<file path="src/sv/clp_pkg.sv">
`default_nettype none
// ----------------------------------------------------------------------------
// clp_pkg
// Shared constants, types and character class helpers of the command line
// prefix/code parser.
// ----------------------------------------------------------------------------
package clp_pkg;

    // default line buffer depth in characters
    localparam int unsigned LINE_BUFFER_SIZE_DEF = 32;

    // character codes
    localparam logic [7:0] CH_NUL   = 8'h00;
    localparam logic [7:0] CH_TAB   = 8'h09;
    localparam logic [7:0] CH_LF    = 8'h0A;
    localparam logic [7:0] CH_CR    = 8'h0D;
    localparam logic [7:0] CH_SPACE = 8'h20;
    localparam logic [7:0] CH_ZERO  = 8'h30;
    localparam logic [7:0] CH_NINE  = 8'h39;
    localparam logic [7:0] CH_UC_A  = 8'h41;
    localparam logic [7:0] CH_UC_Z  = 8'h5A;
    localparam logic [7:0] CH_LC_A  = 8'h61;
    localparam logic [7:0] CH_LC_Z  = 8'h7A;
    localparam logic [7:0] CASE_MASK = 8'hDF;

    // minimum line length that gives a prefix or a code
    localparam int unsigned MIN_LINE_LEN = 2;

    // code clamp value
    localparam logic [15:0] CODE_MAX = 16'hFFFF;

    // character word moved from the input register to the parser core
    typedef struct packed {
        logic       valid;
        logic [7:0] ch;
    } t_char_word;

    // space, tab, line feed, vertical tab, form feed, carriage return
    function automatic logic is_ws(input logic [7:0] c);
        return (c == CH_SPACE) || ((c >= CH_TAB) && (c <= CH_CR));
    endfunction

    // line terminators
    function automatic logic is_end(input logic [7:0] c);
        return (c == CH_LF) || (c == CH_CR) || (c == CH_NUL);
    endfunction

    function automatic logic is_digit(input logic [7:0] c);
        return (c >= CH_ZERO) && (c <= CH_NINE);
    endfunction

    function automatic logic is_letter(input logic [7:0] c);
        return ((c >= CH_UC_A) && (c <= CH_UC_Z)) || ((c >= CH_LC_A) && (c <= CH_LC_Z));
    endfunction

endpackage : clp_pkg
`default_nettype wire

</file>
<file path="src/sv/clp_if.sv">
`default_nettype none
// ----------------------------------------------------------------------------
// clp_cmd_if / clp_res_if
// Valid/ready channels for incoming characters and for parse results.
// ----------------------------------------------------------------------------
interface clp_cmd_if;
    logic       valid;
    logic       ready;
    logic [7:0] ch;

    modport source (output valid, output ch, input ready);
    modport sink   (input valid, input ch, output ready);
endinterface : clp_cmd_if

interface clp_res_if;
    logic        valid;
    logic        ready;
    logic        prefix_valid;
    logic [7:0]  prefix_letter;
    logic        code_valid;
    logic [15:0] code_value;
    logic        code_saturated;

    modport source (
        output valid, output prefix_valid, output prefix_letter,
        output code_valid, output code_value, output code_saturated,
        input  ready
    );
    modport sink (
        input  valid, input prefix_valid, input prefix_letter,
        input  code_valid, input code_value, input code_saturated,
        output ready
    );
endinterface : clp_res_if
`default_nettype wire

</file>
<file path="src/sv/clp_char_reg.sv">
`default_nettype none
// ----------------------------------------------------------------------------
// clp_char_reg
// Input register: captures one character word and hands it to the parser
// core when the core can take it.
// ----------------------------------------------------------------------------
module clp_char_reg (
    input  wire logic               i_clk,
    input  wire logic               i_rst_n,
    clp_cmd_if.sink                 i_cmd,
    input  wire logic               i_core_ready,
    output clp_pkg::t_char_word     o_word
);

    logic       r_valid;
    logic       n_valid;
    logic [7:0] r_ch;
    logic       w_load;

    // take a new word when empty or when the held one moves on
    assign i_cmd.ready = !r_valid || i_core_ready;
    assign w_load      = i_cmd.valid && i_cmd.ready;

    always_comb begin
        n_valid = r_valid;
        if (w_load) begin
            n_valid = 1'b1;
        end else if (i_core_ready) begin
            n_valid = 1'b0;
        end
    end

    // valid flag
    always_ff @(posedge i_clk) begin
        if (!i_rst_n) begin
            r_valid <= 1'b0;
        end else begin
            r_valid <= n_valid;
        end
    end

    // character payload
    always_ff @(posedge i_clk) begin
        if (w_load) begin
            r_ch <= i_cmd.ch;
        end
    end

    assign o_word.valid = r_valid;
    assign o_word.ch    = r_ch;

endmodule : clp_char_reg
`default_nettype wire

</file>
<file path="src/sv/clp_parse_core.sv">
`default_nettype none
// ----------------------------------------------------------------------------
// clp_parse_core
// Line state machine, prefix/code tracking and the result register.
// ----------------------------------------------------------------------------
module clp_parse_core #(
    parameter int unsigned LINE_BUFFER_SIZE = clp_pkg::LINE_BUFFER_SIZE_DEF
) (
    input  wire logic               i_clk,
    input  wire logic               i_rst_n,
    input  wire clp_pkg::t_char_word i_word,
    output logic                    o_core_ready,
    clp_res_if.source               o_res
);

    localparam int unsigned CNT_W = $clog2(LINE_BUFFER_SIZE + 1);
    localparam logic [CNT_W-1:0] CNT_FULL = CNT_W'(LINE_BUFFER_SIZE);
    localparam logic [CNT_W-1:0] CNT_ONE  = CNT_W'(1);
    localparam logic [CNT_W-1:0] CNT_MIN  = CNT_W'(clp_pkg::MIN_LINE_LEN);

    // parse modes
    localparam logic [1:0] MODE_WAIT = 2'd0;
    localparam logic [1:0] MODE_READ = 2'd1;
    localparam logic [1:0] MODE_SKIP = 2'd2;

    logic [1:0]       r_mode,         n_mode;
    logic [CNT_W-1:0] r_count,        n_count;
    logic [7:0]       r_first,        n_first;
    logic             r_second_digit, n_second_digit;
    logic             r_running,      n_running;
    logic [15:0]      r_acc,          n_acc;
    logic             r_clamped,      n_clamped;

    logic             r_out_valid,    n_out_valid;
    logic             r_prefix_valid;
    logic [7:0]       r_prefix_letter;
    logic             r_code_valid;
    logic [15:0]      r_code_value;
    logic             r_code_saturated;

    logic             w_step;
    logic             w_emit;
    logic             w_digit;
    logic             w_long;
    logic [19:0]      w_acc_next;

    assign o_core_ready = !r_out_valid || o_res.ready;
    assign w_step       = i_word.valid && o_core_ready;
    assign w_digit      = clp_pkg::is_digit(i_word.ch);
    assign w_long       = (r_first != clp_pkg::CH_NUL) && (r_count >= CNT_MIN);

    // times ten plus digit, as shifts and adds
    assign w_acc_next = {1'b0, r_acc, 3'b000} + {3'b000, r_acc, 1'b0}
                      + {16'd0, i_word.ch[3:0]};

    // next line state
    always_comb begin
        n_mode         = r_mode;
        n_count        = r_count;
        n_first        = r_first;
        n_second_digit = r_second_digit;
        n_running      = r_running;
        n_acc          = r_acc;
        n_clamped      = r_clamped;
        w_emit         = 1'b0;
        if (w_step) begin
            unique case (r_mode)
                MODE_WAIT: begin
                    if (!clp_pkg::is_ws(i_word.ch)) begin
                        n_first        = i_word.ch;
                        n_count        = CNT_ONE;
                        n_second_digit = 1'b0;
                        n_running      = 1'b0;
                        n_acc          = '0;
                        n_clamped      = 1'b0;
                        n_mode         = MODE_READ;
                    end
                end
                MODE_READ: begin
                    if (r_count >= CNT_FULL) begin
                        n_mode = MODE_SKIP;
                    end else if (!clp_pkg::is_end(i_word.ch)) begin
                        if (r_count == CNT_ONE) begin
                            n_second_digit = w_digit;
                            n_running      = w_digit;
                        end else if (r_running && !w_digit) begin
                            n_running = 1'b0;
                        end
                        // digit run from position one keeps accumulating
                        if (w_digit && (r_count == CNT_ONE || r_running) && !r_clamped) begin
                            if (w_acc_next > {4'd0, clp_pkg::CODE_MAX}) begin
                                n_acc     = clp_pkg::CODE_MAX;
                                n_clamped = 1'b1;
                            end else begin
                                n_acc = w_acc_next[15:0];
                            end
                        end
                        n_count = r_count + CNT_ONE;
                    end else begin
                        n_mode = MODE_WAIT;
                        w_emit = 1'b1;
                    end
                end
                default: begin
                    if (clp_pkg::is_end(i_word.ch)) begin
                        n_mode = MODE_WAIT;
                    end
                end
            endcase
        end
    end

    // result valid
    always_comb begin
        n_out_valid = r_out_valid;
        if (w_emit) begin
            n_out_valid = 1'b1;
        end else if (o_res.ready) begin
            n_out_valid = 1'b0;
        end
    end

    // control state
    always_ff @(posedge i_clk) begin
        if (!i_rst_n) begin
            r_mode         <= MODE_WAIT;
            r_count        <= '0;
            r_first        <= '0;
            r_second_digit <= 1'b0;
            r_running      <= 1'b0;
            r_acc          <= '0;
            r_clamped      <= 1'b0;
            r_out_valid    <= 1'b0;
        end else begin
            r_mode         <= n_mode;
            r_count        <= n_count;
            r_first        <= n_first;
            r_second_digit <= n_second_digit;
            r_running      <= n_running;
            r_acc          <= n_acc;
            r_clamped      <= n_clamped;
            r_out_valid    <= n_out_valid;
        end
    end

    // result payload
    always_ff @(posedge i_clk) begin
        if (w_emit) begin
            r_prefix_valid   <= w_long && clp_pkg::is_letter(r_first);
            r_prefix_letter  <= (w_long && clp_pkg::is_letter(r_first))
                              ? (r_first & clp_pkg::CASE_MASK) : 8'd0;
            r_code_valid     <= w_long && r_second_digit;
            r_code_value     <= (w_long && r_second_digit) ? r_acc : 16'd0;
            r_code_saturated <= w_long && r_second_digit && r_clamped;
        end
    end

    assign o_res.valid          = r_out_valid;
    assign o_res.prefix_valid   = r_prefix_valid;
    assign o_res.prefix_letter  = r_prefix_letter;
    assign o_res.code_valid     = r_code_valid;
    assign o_res.code_value     = r_code_value;
    assign o_res.code_saturated = r_code_saturated;

endmodule : clp_parse_core
`default_nettype wire

</file>
<file path="src/sv/command_line_prefix_code_parser.sv">
`default_nettype none
// ----------------------------------------------------------------------------
// command_line_prefix_code_parser
// Character stream to command line prefix/code results.
// ----------------------------------------------------------------------------
// Takes one character word per clock while the result side is ready and
// gives one result word per completed line (line feed, carriage return or
// NUL ends a line). Leading whitespace is skipped. The result carries the
// upper-case letter prefix when the first character is a letter and the
// decimal code read from position one, clamped at 65535 with a flag; both
// need a line of at least two characters. Lines of LINE_BUFFER_SIZE
// characters or more are dropped up to the next end character with no
// result. A character passes the input register and then the line state
// and result register; each takes a word every cycle, so throughput is
// one character per clock while the result side is ready.
module command_line_prefix_code_parser #(
    parameter int unsigned LINE_BUFFER_SIZE = clp_pkg::LINE_BUFFER_SIZE_DEF
) (
    input  wire logic   i_clk,
    input  wire logic   i_rst_n,
    clp_cmd_if.sink     i_cmd,
    clp_res_if.source   o_res
);

    clp_pkg::t_char_word w_word;
    logic                w_core_ready;

    // input register
    clp_char_reg u_char_reg (
        .i_clk        (i_clk),
        .i_rst_n      (i_rst_n),
        .i_cmd        (i_cmd),
        .i_core_ready (w_core_ready),
        .o_word       (w_word)
    );

    // line state and result register
    clp_parse_core #(
        .LINE_BUFFER_SIZE (LINE_BUFFER_SIZE)
    ) u_parse_core (
        .i_clk        (i_clk),
        .i_rst_n      (i_rst_n),
        .i_word       (w_word),
        .o_core_ready (w_core_ready),
        .o_res        (o_res)
    );

endmodule : command_line_prefix_code_parser
`default_nettype wire
</file>
<file path="src/flat_wrapper.sv">
// flat-port wrapper written by rule: the top's interface ports become plain ports
module command_line_prefix_code_parser_flat 
#(
    parameter int unsigned LINE_BUFFER_SIZE = clp_pkg::LINE_BUFFER_SIZE_DEF
)
  (i_clk, i_rst_n, i_cmd_valid, i_cmd_ch, i_cmd_ready, o_res_valid, o_res_prefix_valid, o_res_prefix_letter, o_res_code_valid, o_res_code_value, o_res_code_saturated, o_res_ready);
  clp_cmd_if i_cmd_i ();
  clp_res_if o_res_i ();
  input  wire logic i_clk;
  input  wire logic i_rst_n;
  input wire logic [$bits(i_cmd_i.valid)-1:0] i_cmd_valid;
  input wire logic [$bits(i_cmd_i.ch)-1:0] i_cmd_ch;
  output wire logic [$bits(i_cmd_i.ready)-1:0] i_cmd_ready;
  output wire logic [$bits(o_res_i.valid)-1:0] o_res_valid;
  output wire logic [$bits(o_res_i.prefix_valid)-1:0] o_res_prefix_valid;
  output wire logic [$bits(o_res_i.prefix_letter)-1:0] o_res_prefix_letter;
  output wire logic [$bits(o_res_i.code_valid)-1:0] o_res_code_valid;
  output wire logic [$bits(o_res_i.code_value)-1:0] o_res_code_value;
  output wire logic [$bits(o_res_i.code_saturated)-1:0] o_res_code_saturated;
  input wire logic [$bits(o_res_i.ready)-1:0] o_res_ready;
  assign i_cmd_i.valid = i_cmd_valid;
  assign i_cmd_i.ch = i_cmd_ch;
  assign i_cmd_ready = i_cmd_i.ready;
  assign o_res_valid = o_res_i.valid;
  assign o_res_prefix_valid = o_res_i.prefix_valid;
  assign o_res_prefix_letter = o_res_i.prefix_letter;
  assign o_res_code_valid = o_res_i.code_valid;
  assign o_res_code_value = o_res_i.code_value;
  assign o_res_code_saturated = o_res_i.code_saturated;
  assign o_res_i.ready = o_res_ready;
  command_line_prefix_code_parser #(.LINE_BUFFER_SIZE(LINE_BUFFER_SIZE)) u_core (.i_clk(i_clk), .i_rst_n(i_rst_n), .i_cmd(i_cmd_i), .o_res(o_res_i));
endmodule
</file>
<file path="config.mk">
export PLATFORM = sky130hd
export DESIGN_NAME = command_line_prefix_code_parser_flat
export DESIGN_NICKNAME = d
export VERILOG_FILES = /design/src/sv/clp_pkg.sv /design/src/sv/clp_if.sv /design/src/sv/clp_char_reg.sv /design/src/sv/clp_parse_core.sv /design/src/sv/command_line_prefix_code_parser.sv /design/src/flat_wrapper.sv
export SDC_FILE = /design/constraint.sdc
export NUM_CORES = 1
export LEC_CHECK = 0
export BUFFER_PORTS_ARGS = -buffer_cell sky130_fd_sc_hd__buf_2
export CORE_MARGIN = 2
export CORE_UTILIZATION = 40
export CTS_CLUSTER_DIAMETER = 80
export DETAILED_ROUTE_END_ITERATION = 8
export PLACE_DENSITY = 0.68
export SLEW_MARGIN = 20
export SYNTH_ARGS = -nofsm -noshare
export SYNTH_HDL_FRONTEND = slang
export SYNTH_SLANG_ARGS = --single-unit
export TNS_END_PERCENT = 5
</file>
<file path="constraint.sdc">
create_clock -name i_clk -period 9.2 [get_ports i_clk]
set_input_delay 0 -clock i_clk [delete_from_list [all_inputs] [get_ports i_clk]]
set_output_delay 0 -clock i_clk [all_outputs]
set_load 0.005 [all_outputs]
</file>
==> summary.md, run 1 <==
| Metric | Value |
|---|---|
| Ranking of synthesized cells by area | `edfxtp_1, dfxtp_1, ha_1` |
| Worst Hold Margin | `0.3666 ns` |
| TNS Setup | `0 ns` |
| DP Area | `roughly 4400 um2` |
| Worst-path fanout max | `12` |
| Critical Path AT | `about 3.6 ns` |
| CP max stage cell | `fa_1` |
| Post-synth cell types | `a little over 60` |
| IO Port Bufs | `39` |
| Min-Delay Path Class | `in -> reg` |
| Clock Tree Root | `clkbuf_8` |
| EDFF count, synth | `34` |
| Worst EP required | `roughly 9.4 ns` |
| Die width | `~100 um` |
| Outcome | `complete, no violations` |
| DR vias/cell | `roughly 5.6` |
| Top cell type's share of synthesized area | `roughly a quarter` |
| Register area share after synthesis | `a little over two fifths` |
| Core region area | `between 9000 and 10,000 um2` |
| Fillers | `~960` |
| Routed vias | `approximately 3,400` |
| DRC Markers | `0` |
| Post-Synthesis Cell Area | `between 4000 and 5000 um2` |
| Fin nets | `515` |
| Total CTS buffers | `9` |
| Initial antenna violation count | `0` |
| GPL Wtd Cong | `just under 0.9` |
| Final setup fails | `0` |
| Most common flop cell mapped by yosys | `dfxtp_1` |
| Pre-CTS worst setup slack | `5.839 ns` |
| Setup ws final | `about 5.7 ns` |
| Clock buffer depth | `2` |
| Fin. max-slew vios | `0` |
| Pleak | `between 1.5 and 2 nW` |
| Initial detailed-routing violation count | `around 230` |
| CTS sink cnt | `71` |
| Drt first pass iters | `5` |
| WP buf/inv | `0` |
| Routed len/inst | `14.88 um` |
| Dpl hpwl | `6.406 mm` |
| First-pass GRT wire length | `between 10 and 15 mm` |
| Total gr overflow | `0` |
| PostCTS Resize Cnt | `0` |
| Crit end category | `register` |
| CP max stage delay | `0.52 ns` |
| H-tree depth | `3` |
| Crit path max-delay family | `compound AO/OA/AOI/OAI gates` |
| Final period util | `37.50%` |
| Largest area contributor in the netlist | `edfxtp_1` |
| Avg Inst Size Synth | `between 9 and 10 um2` |
| Ys async rst share | `0%` |
| Cell Rows | `36` |
| Final core occ | `a little under half` |
| Die ar. | `roughly 11,000 um2` |
| Max-cap check violation count | `0` |
| Total GRT Usage | `between 15 and 20%` |
| Critical path type | `reg -> reg` |
| Max IR drop VDD | `about 0.000072 V` |
| Diodes inserted | `0` |
| Max Clk Rate | `around 290 MHz` |
| Final Hold Vio Count | `0` |
| Clock Skew | `~0.016 ns` |
| Worst slew pin tran | `approximately 0.67 ns` |
| Final Instance Area | `approximately 4700 um2` |
| Worst setup SP type | `register` |
| Worst skew pair latency | `between 0.3 and 0.4 ns` |
| Antenna viol nets, final | `0` |
| Worst path cell trace | `fa_1 -> ha_1 -> a21oi_1 -> o22ai_1 -> o2111a_1 -> o21a_1 -> a221o_1 -> o31ai_4 -> o211ai_1` |
| Clock-pin slew on the worst setup and hold paths | `around 0.07 ns` |
| Die height | `104.6 um` |
| Synthesis-to-layout area growth | `14.98%` |
| Pin count of the biggest net entering global routing | `27` |
| Min Tclk post-route | `~3.5 ns` |
| Synth warnings | `0` |
| Post-synthesis register bit count | `between 70 and 80` |
| RSZ-0062 raised after global routing | `no` |
| Pwr/cell area | `approximately 130 nW/um2` |
| Vias in the first global route | `about 3,000` |
| Worst slew margin | `between 50% and 60%` |
| CTS tree | `done` |
| Layout cell share with drive strength beyond 1 | `around 15%` |
| Routed wire length | `roughly 9 mm` |
| I/O Pins | `41` |
| Initial core utilization | `41.25%` |
| Syn Inst Count | `417` |
cell usage in the layout, fill, tap and decap left out, types with 5 or more instances in the layout:
master and n:
o211ai_1 6, dfxtp_1 37, and2_1 23, a22oi_1 9
dlygate4sd3_1 11, ha_1 34, nor3_1 12, nor4_1 5
nand4_1 7, edfxtp_1 34, nand2b_1 6, o21ai_0 16
nand3_1 18, or3_1 5, a21oi_1 35, inv_1 10
nor2_1 22, xor2_1 6, buf_2 39, nand2_1 41
clkbuf_8 10
metal layers:
metal  up-vias  share of wire, %  track usage, %
li1       1663                 -               -
met1      1571                48           23.25
met2       121                45           25.77
met3        16               5.5           2.994
met4         0               1.9           5.143
met5         -                 0               0
what timing repair did:
action	4_1_cts	5_1_grt
buffers inserted	0	0
hold endpoints to repair	12	0
hold buffers	11	0
where the power goes:
group	internal [mW]	switching, mW	leakage (nW)
registers	0.335	0.00819	0.673
logic	0.0135	0.0176	1.21
clock network	0.106	0.122	0.0971
total	0.455	0.148	1.98
stage by stage:
stage	power [mW]	std cells
6_report	0.6028	605
5_1_grt	0.6264	605
4_1_cts	0.6069	605
3_5_place_dp	0.3773	578
3_3_place_gp	0.3764	578
2_1_floorplan	0.3685	418
path summary, 6_finish.rpt:
check | end | startpoint | cells after the start | slack, ns
hold / removal | u_core.u_char_reg.r_ch[0] | i_cmd_ch[0] | 2 | 0.37
setup reg to reg | u_core.u_parse_core.r_acc[15] | u_core.u_char_reg.r_ch[3] | 9 | 5.75
hold reg to reg | u_core.u_parse_core.r_first[5] | u_core.u_parse_core.r_first[5] | 2 | 0.47
setup / recovery | u_core.u_parse_core.r_acc[15] | u_core.u_char_reg.r_ch[3] | 9 | 5.75
flip-flops by register name, indices dropped and copies added, names as in the netlist:
signal                                    flops
u_core.u_parse_core.r_clamped                 1
u_core.u_parse_core.o_res.valid               1
u_core.u_parse_core.r_acc                    16
u_core.u_parse_core.r_mode                    2
u_core.u_char_reg.r_ch                        8
u_core.u_parse_core.r_running                 1
u_core.u_parse_core.o_res.code_value         16
u_core.u_parse_core.r_first                   8
u_core.u_parse_core.o_res.code_valid          1
u_core.u_parse_core.r_second_digit            1
u_core.u_parse_core.r_count                   6
u_core.u_parse_core.o_res.code_saturated      1
u_core.u_char_reg.r_valid                     1
u_core.u_parse_core.o_res.prefix_valid        1
u_core.u_parse_core.o_res.prefix_letter       7
logic make-up (layout without fill, tap and decap cells):
group           count (synthesis)  after routing  share of synthesized area (%)
mux                             2              2                         0.5252
fa+ha+maj                      36             36                          11.49
buf+inv                        26             80                          2.780
other cells                     1              2                        0.09259
compound gates                102            102                          16.96
simple gates                  169            169                          22.49
xor+xnor                       10             10                          2.162
flops                          71             71                          43.50
synthesized netlist by cell type (5+ instances only):
cell type,count
ha_1,34
a22oi_1,9
o21ai_0,16
a21oi_1,35
edfxtp_1,34
or3_1,5
nand4_1,7
xor2_1,6
clkbuf_1,7
nand2b_1,6
inv_1,10
o211ai_1,6
nor3_1,12
nand3_1,18
and2_1,23
nor2_1,23
dfxtp_1,37
nor4_1,5
nand2_1,41
area by class of cell:
class	count	area, um2	area share, %
clock buffer	10	137.6	2.955
clock inverter	6	43.79	0.9404
inverter	12	45.04	0.9672
multi-input combinational	321	2182	46.86
sequential	71	1762	37.83
tap	133	166.4	3.573
timing repair buffer	52	320.3	6.878
Power figures use the tool's default switching activity.
==> run 2, diff against run 1 <==
--- a/config.mk
+++ b/config.mk
@@ -5,6 +5,7 @@
 export SDC_FILE = /design/constraint.sdc
 export NUM_CORES = 1
 export LEC_CHECK = 0
+export ABC_AREA = 1
 export BUFFER_PORTS_ARGS = -buffer_cell sky130_fd_sc_hd__buf_2
 export CORE_MARGIN = 2
 export CORE_UTILIZATION = 40
==> constraint.sdc (replaced) <==
create_clock -name i_clk -period 3.46 [get_ports i_clk]
set_input_delay 0 -clock i_clk [delete_from_list [all_inputs] [get_ports i_clk]]
set_output_delay 0 -clock i_clk [all_outputs]
set_load 0.005 [all_outputs]
==> summary.md, run 2 <==
| Metric | Value |
|---|---|
| Initial core utilization | `41.45% (was 41.25%)` |
| Reg2reg end | `u_core.u_parse_core.r_acc[4] (was u_core.u_parse_core.r_acc[15])` |
| Max-cap check violation count | `0 (unchanged)` |
| IO Port Bufs | `39 (unchanged)` |
| CTS Hold Bufs | `12 (was 11)` |
| Crit end category | `register (unchanged)` |
| Fin. max-slew vios | `0 (unchanged)` |
| Commonest non-fill, non-tap cell in the layout | `nand2_1 (unchanged)` |
| Die height | `107.7 um (was 104.6 um)` |
| Sw Ratio | `23.40% (was 24.55%)` |
| Post-synth cell types | `35 (was 62)` |
| Met2 usage | `27.58% (was 25.77%)` |
| Most frequent CP cell | `nand2_1` |
| Clock Tree Root | `clkbuf_8 (unchanged)` |
| Top cell type's share of synthesized area | `23.76% (was 25.21%)` |
| Post-Synthesis Cell Area | `4298 um2 (was 4050 um2)` |
| Worst setup SP type | `register (unchanged)` |
| TNS Setup | `0 ns (unchanged)` |
| CTS tree | `done (unchanged)` |
| DP Area | `4624 um2 (was 4365 um2)` |
| Post-CTS setup buffer count | `0 (unchanged)` |
| EDFF count, synth | `34 (unchanged)` |
| Switching power | `394.7 uW (was 148.0 uW)` |
| Critical Path AT | `3.04 ns (was 3.64 ns)` |
| CTS sink cnt | `71 (unchanged)` |
| Most frequent cells in the layout | `nand2_1, inv_1, nor2_1 (was nand2_1, buf_2, dfxtp_1)` |
| Min-Delay Path Class | `in -> reg (unchanged)` |
| Worst slew pin tran | `1.032 ns (was 0.6748 ns)` |
| Pint | `1.292 mW (was 454.9 uW)` |
| Register area share after synthesis | `40.99% (was 43.50%)` |
| I/O Pins | `41 (unchanged)` |
| CP max stage cell | `fa_1 (unchanged)` |
| CP max stage delay | `0.53 ns (was 0.52 ns)` |
| H-tree depth | `3 (unchanged)` |
| Crit path from | `u_core.u_char_reg.r_ch[3] (unchanged)` |
| Die width | `107.7 um (was 104.6 um)` |
| Max Clk Rate | `347.9 MHz (was 289.9 MHz)` |
| Critical path type | `reg -> reg (unchanged)` |
| Fillers | `1,029 (was 958)` |
| First-pass GRT wire length | `16.17 mm (was 14.68 mm)` |
| Clock Power Share | `38.7% (was 37.9%)` |
| Worst setup endpoint | `u_core.u_parse_core.r_acc[4] (was u_core.u_parse_core.r_acc[15])` |
| Met3 usage | `4.116% (was 2.994%)` |
| Commonest cells post-synth | `nand2_1, inv_1, nor2_1 (was nand2_1, dfxtp_1, a21oi_1)` |
| Post-synthesis register bit count | `71 (unchanged)` |
| Die ar. | `11,590 um2 (was 10,950 um2)` |
| Clock Skew | `0.007522 ns (was 0.01630 ns)` |
| Avg Inst Size Synth | `7.744 um2 (was 9.713 um2)` |
| Crit path max-delay family | `adder cells (was compound AO/OA/AOI/OAI gates)` |
| Pleak | `2.256 nW (was 1.979 nW)` |
| Hold Crit Start | `i_cmd_ch[1] (was i_cmd_ch[0])` |
| DRC Markers | `0 (unchanged)` |
| Routed len/inst | `12.57 um (was 14.88 um)` |
| Antenna viol nets, final | `0 (unchanged)` |
| Initial antenna violation count | `0 (unchanged)` |
| Seq pwr share | `54.3% (was 56.9%)` |
| Total gr overflow | `0 (unchanged)` |
| Met1 usage | `23.93% (was 23.25%)` |
| Diodes inserted | `0 (unchanged)` |
| Core region area | `10,370 um2 (was 9819 um2)` |
| Comb pwr share | `7.0% (was 5.2%)` |
| Initial detailed-routing violation count | `147 (was 232)` |
| Final Hold Vio Count | `0 (unchanged)` |
| WP buf/inv | `1 (was 0)` |
| Outcome | `complete, no violations (unchanged)` |
| Routed vias | `3,627 (was 3,371)` |
| Largest area contributor in the netlist | `edfxtp_1 (unchanged)` |
| Max IR drop VDD | `0.0002351 V (was 0.00007188 V)` |
| Count leader, synth | `nand2_1 (unchanged)` |
| Worst path cell trace | `fa_1 -> fa_1 -> nand2_1 -> nand2_1 -> nand3b_1 -> nand2_1 -> nand2_1 -> nand2_1 -> nand2_1 -> nand2_1 -> nor2_2 -> buf_4 -> nand3_1 -> nand2_1 -> a21oi_1 (was fa_1 -> ha_1 -> a21oi_1 -> o22ai_1 -> o2111a_1 -> o21a_1 -> a221o_1 -> o31ai_4 -> o211ai_1)` |
| R2r setup slk | `0.59 ns (was 5.75 ns)` |
| Cell Rows | `37 (was 36)` |
| DR vias/cell | `4.823 (was 5.572)` |
| Routed wire length | `9.456 mm (was 9.001 mm)` |
| Most common flop cell mapped by yosys | `dfxtp_1 (unchanged)` |
| Worst-path fanout max | `17 (was 12)` |
| Pwr/cell area | `341.2 nW/um2 (was 129.5 nW/um2)` |
| Worst Hold Margin | `0.3599 ns (was 0.3666 ns)` |
| Min Tclk post-route | `2.874 ns (was 3.450 ns)` |
| Layout cell share with drive strength beyond 1 | `14.61% (was 14.62%)` |
| Pin count of the biggest net entering global routing | `25 (was 27)` |
| Synthesis-to-layout area growth | `15.02% (was 14.98%)` |
| GPL Wtd Cong | `0.9302 (was 0.8946)` |
| Vias in the first global route | `3,451 (was 2,973)` |
| Worst EP required | `3.63 ns (was 9.39 ns)` |
| Busiest layer in global routing | `met2 (unchanged)` |
| Reg2Reg Launch Point | `u_core.u_char_reg.r_ch[3] (unchanged)` |
| Total GRT Usage | `17.61% (was 16.50%)` |
| Dpl hpwl | `7.032 mm (was 6.406 mm)` |
| Ys async rst share | `0% (unchanged)` |
| Worst Reg-to-Reg Cells | `15 (was 9)` |
| Worst slew margin | `31.14% (was 54.38%)` |
| RSZ-0062 raised after global routing | `no (unchanged)` |
| Clock buffer depth | `2 (unchanged)` |
| Final period util | `83.07% (was 37.50%)` |
| Final Instance Area | `4943 um2 (was 4657 um2)` |
| Synth warnings | `0 (unchanged)` |
| Total CTS buffers | `9 (unchanged)` |
| Final setup fails | `0 (unchanged)` |
| Worst skew pair latency | `0.34 ns (was 0.35 ns)` |
| CP Depth | `15 (was 9)` |
| Syn Inst Count | `555 (was 417)` |
| Fin nets | `659 (was 515)` |
| PostCTS Resize Cnt | `0 (unchanged)` |
| Drt first pass iters | `4 (was 5)` |
| Clock-pin slew on the worst setup and hold paths | `0.07 ns (about the same)` |
| Ranking of synthesized cells by area | `edfxtp_1, dfxtp_1, nand2_1 (was edfxtp_1, dfxtp_1, ha_1)` |
-- run 2: changes by cell type after synthesis, sizes merged, moves of 7 or more --
cell   previous run  this run
a21oi            36        43
and2             23         2
nor2             25        74
nand2            42       143
a22oi             9         0
nand3            18        44
inv              11        83
-- run 2: cells by family (layout without fill, tap and decap cells) --
family / Yosys count / count (layout) / share of synthesized area (%)
other: 1 / 2 / 0.08725
AOI/OAI and AO/OA: 60 / 60 / 8.122
buffers and inverters: 94 / 154 / 8.908
DFF: 71 / 71 / 40.99
xor gates and xnor gates: 12 / 12 / 2.445
adders and majority gates: 36 / 36 / 10.83
and+or+nand+nor: 281 / 281 / 28.62
-- run 2: how the worst min path moves through the flow --
stage	endpoint	slack [ns]	cells after the start
after floorplan	u_core.u_char_reg.r_ch[0]	0.1	0
after global placement	u_core.u_char_reg.r_ch[5]	0.18	1
after detailed placement	u_core.u_char_reg.r_ch[0]	0.18	1
after CTS	u_core.u_char_reg.r_ch[1]	0.34	2
after global routing	u_core.u_char_reg.r_ch[1]	0.35	2
final	u_core.u_char_reg.r_ch[1]	0.36	2
-- run 2: per-layer routing --
layer / wire length (um) / vias up / part of all wire [%]
li1: - / 1885 / -
met1: 4631 / 1633 / 49
met2: 4205 / 89 / 44
met3: 386 / 20 / 4.1
met4: 233 / 0 / 2.5
met5: 0 / - / 0
-- run 2: worst reg2reg max path, delay by kind of cell (launching register included) --
| family | cells | cell delay, ns |
|---|---|---|
| adder cells (fa/ha/maj) | 2 | 1.00 |
| AND/OR/NAND/NOR | 11 | 0.89 |
| flip-flops | 1 | 0.52 |
| buffers and inverters | 1 | 0.22 |
| AO/OA/AOI/OAI | 1 | 0.07 |
-- run 2: area by class of cell --
type	instances	area (um2)	share of cell area (%)
well taps	136	170.2	3.442
repair buffers	54	337.8	6.834
inverters	84	317.8	6.429
clock inverters	5	57.56	1.164
multi-input cells	391	2157	43.63
clock buffers	11	141.4	2.860
flip-flops and latches	71	1762	35.64
-- run 2: power by group through the flow --
stage / combinational (mW) / sequential (mW) / clock [mW]
after floorplan: 0.0848 / 0.928 / 0
after global placement: 0.104 / 0.933 / 0
after detailed placement: 0.107 / 0.934 / 0
after CTS: 0.118 / 0.915 / 0.666
after global routing: 0.136 / 0.918 / 0.708
final: 0.119 / 0.916 / 0.652
-- run 2: per-stage QoR --
stage	std cells	worst slack, ns	power, mW	util (%)
floorplan	556	0.7773	1.013	-
global placement	724	0.6932	1.037	44.59
detailed placement	724	0.6044	1.040	44.59
CTS	752	0.5984	1.699	47.67
global route	752	0.3934	1.761	47.67
finish	752	0.5859	1.687	47.67
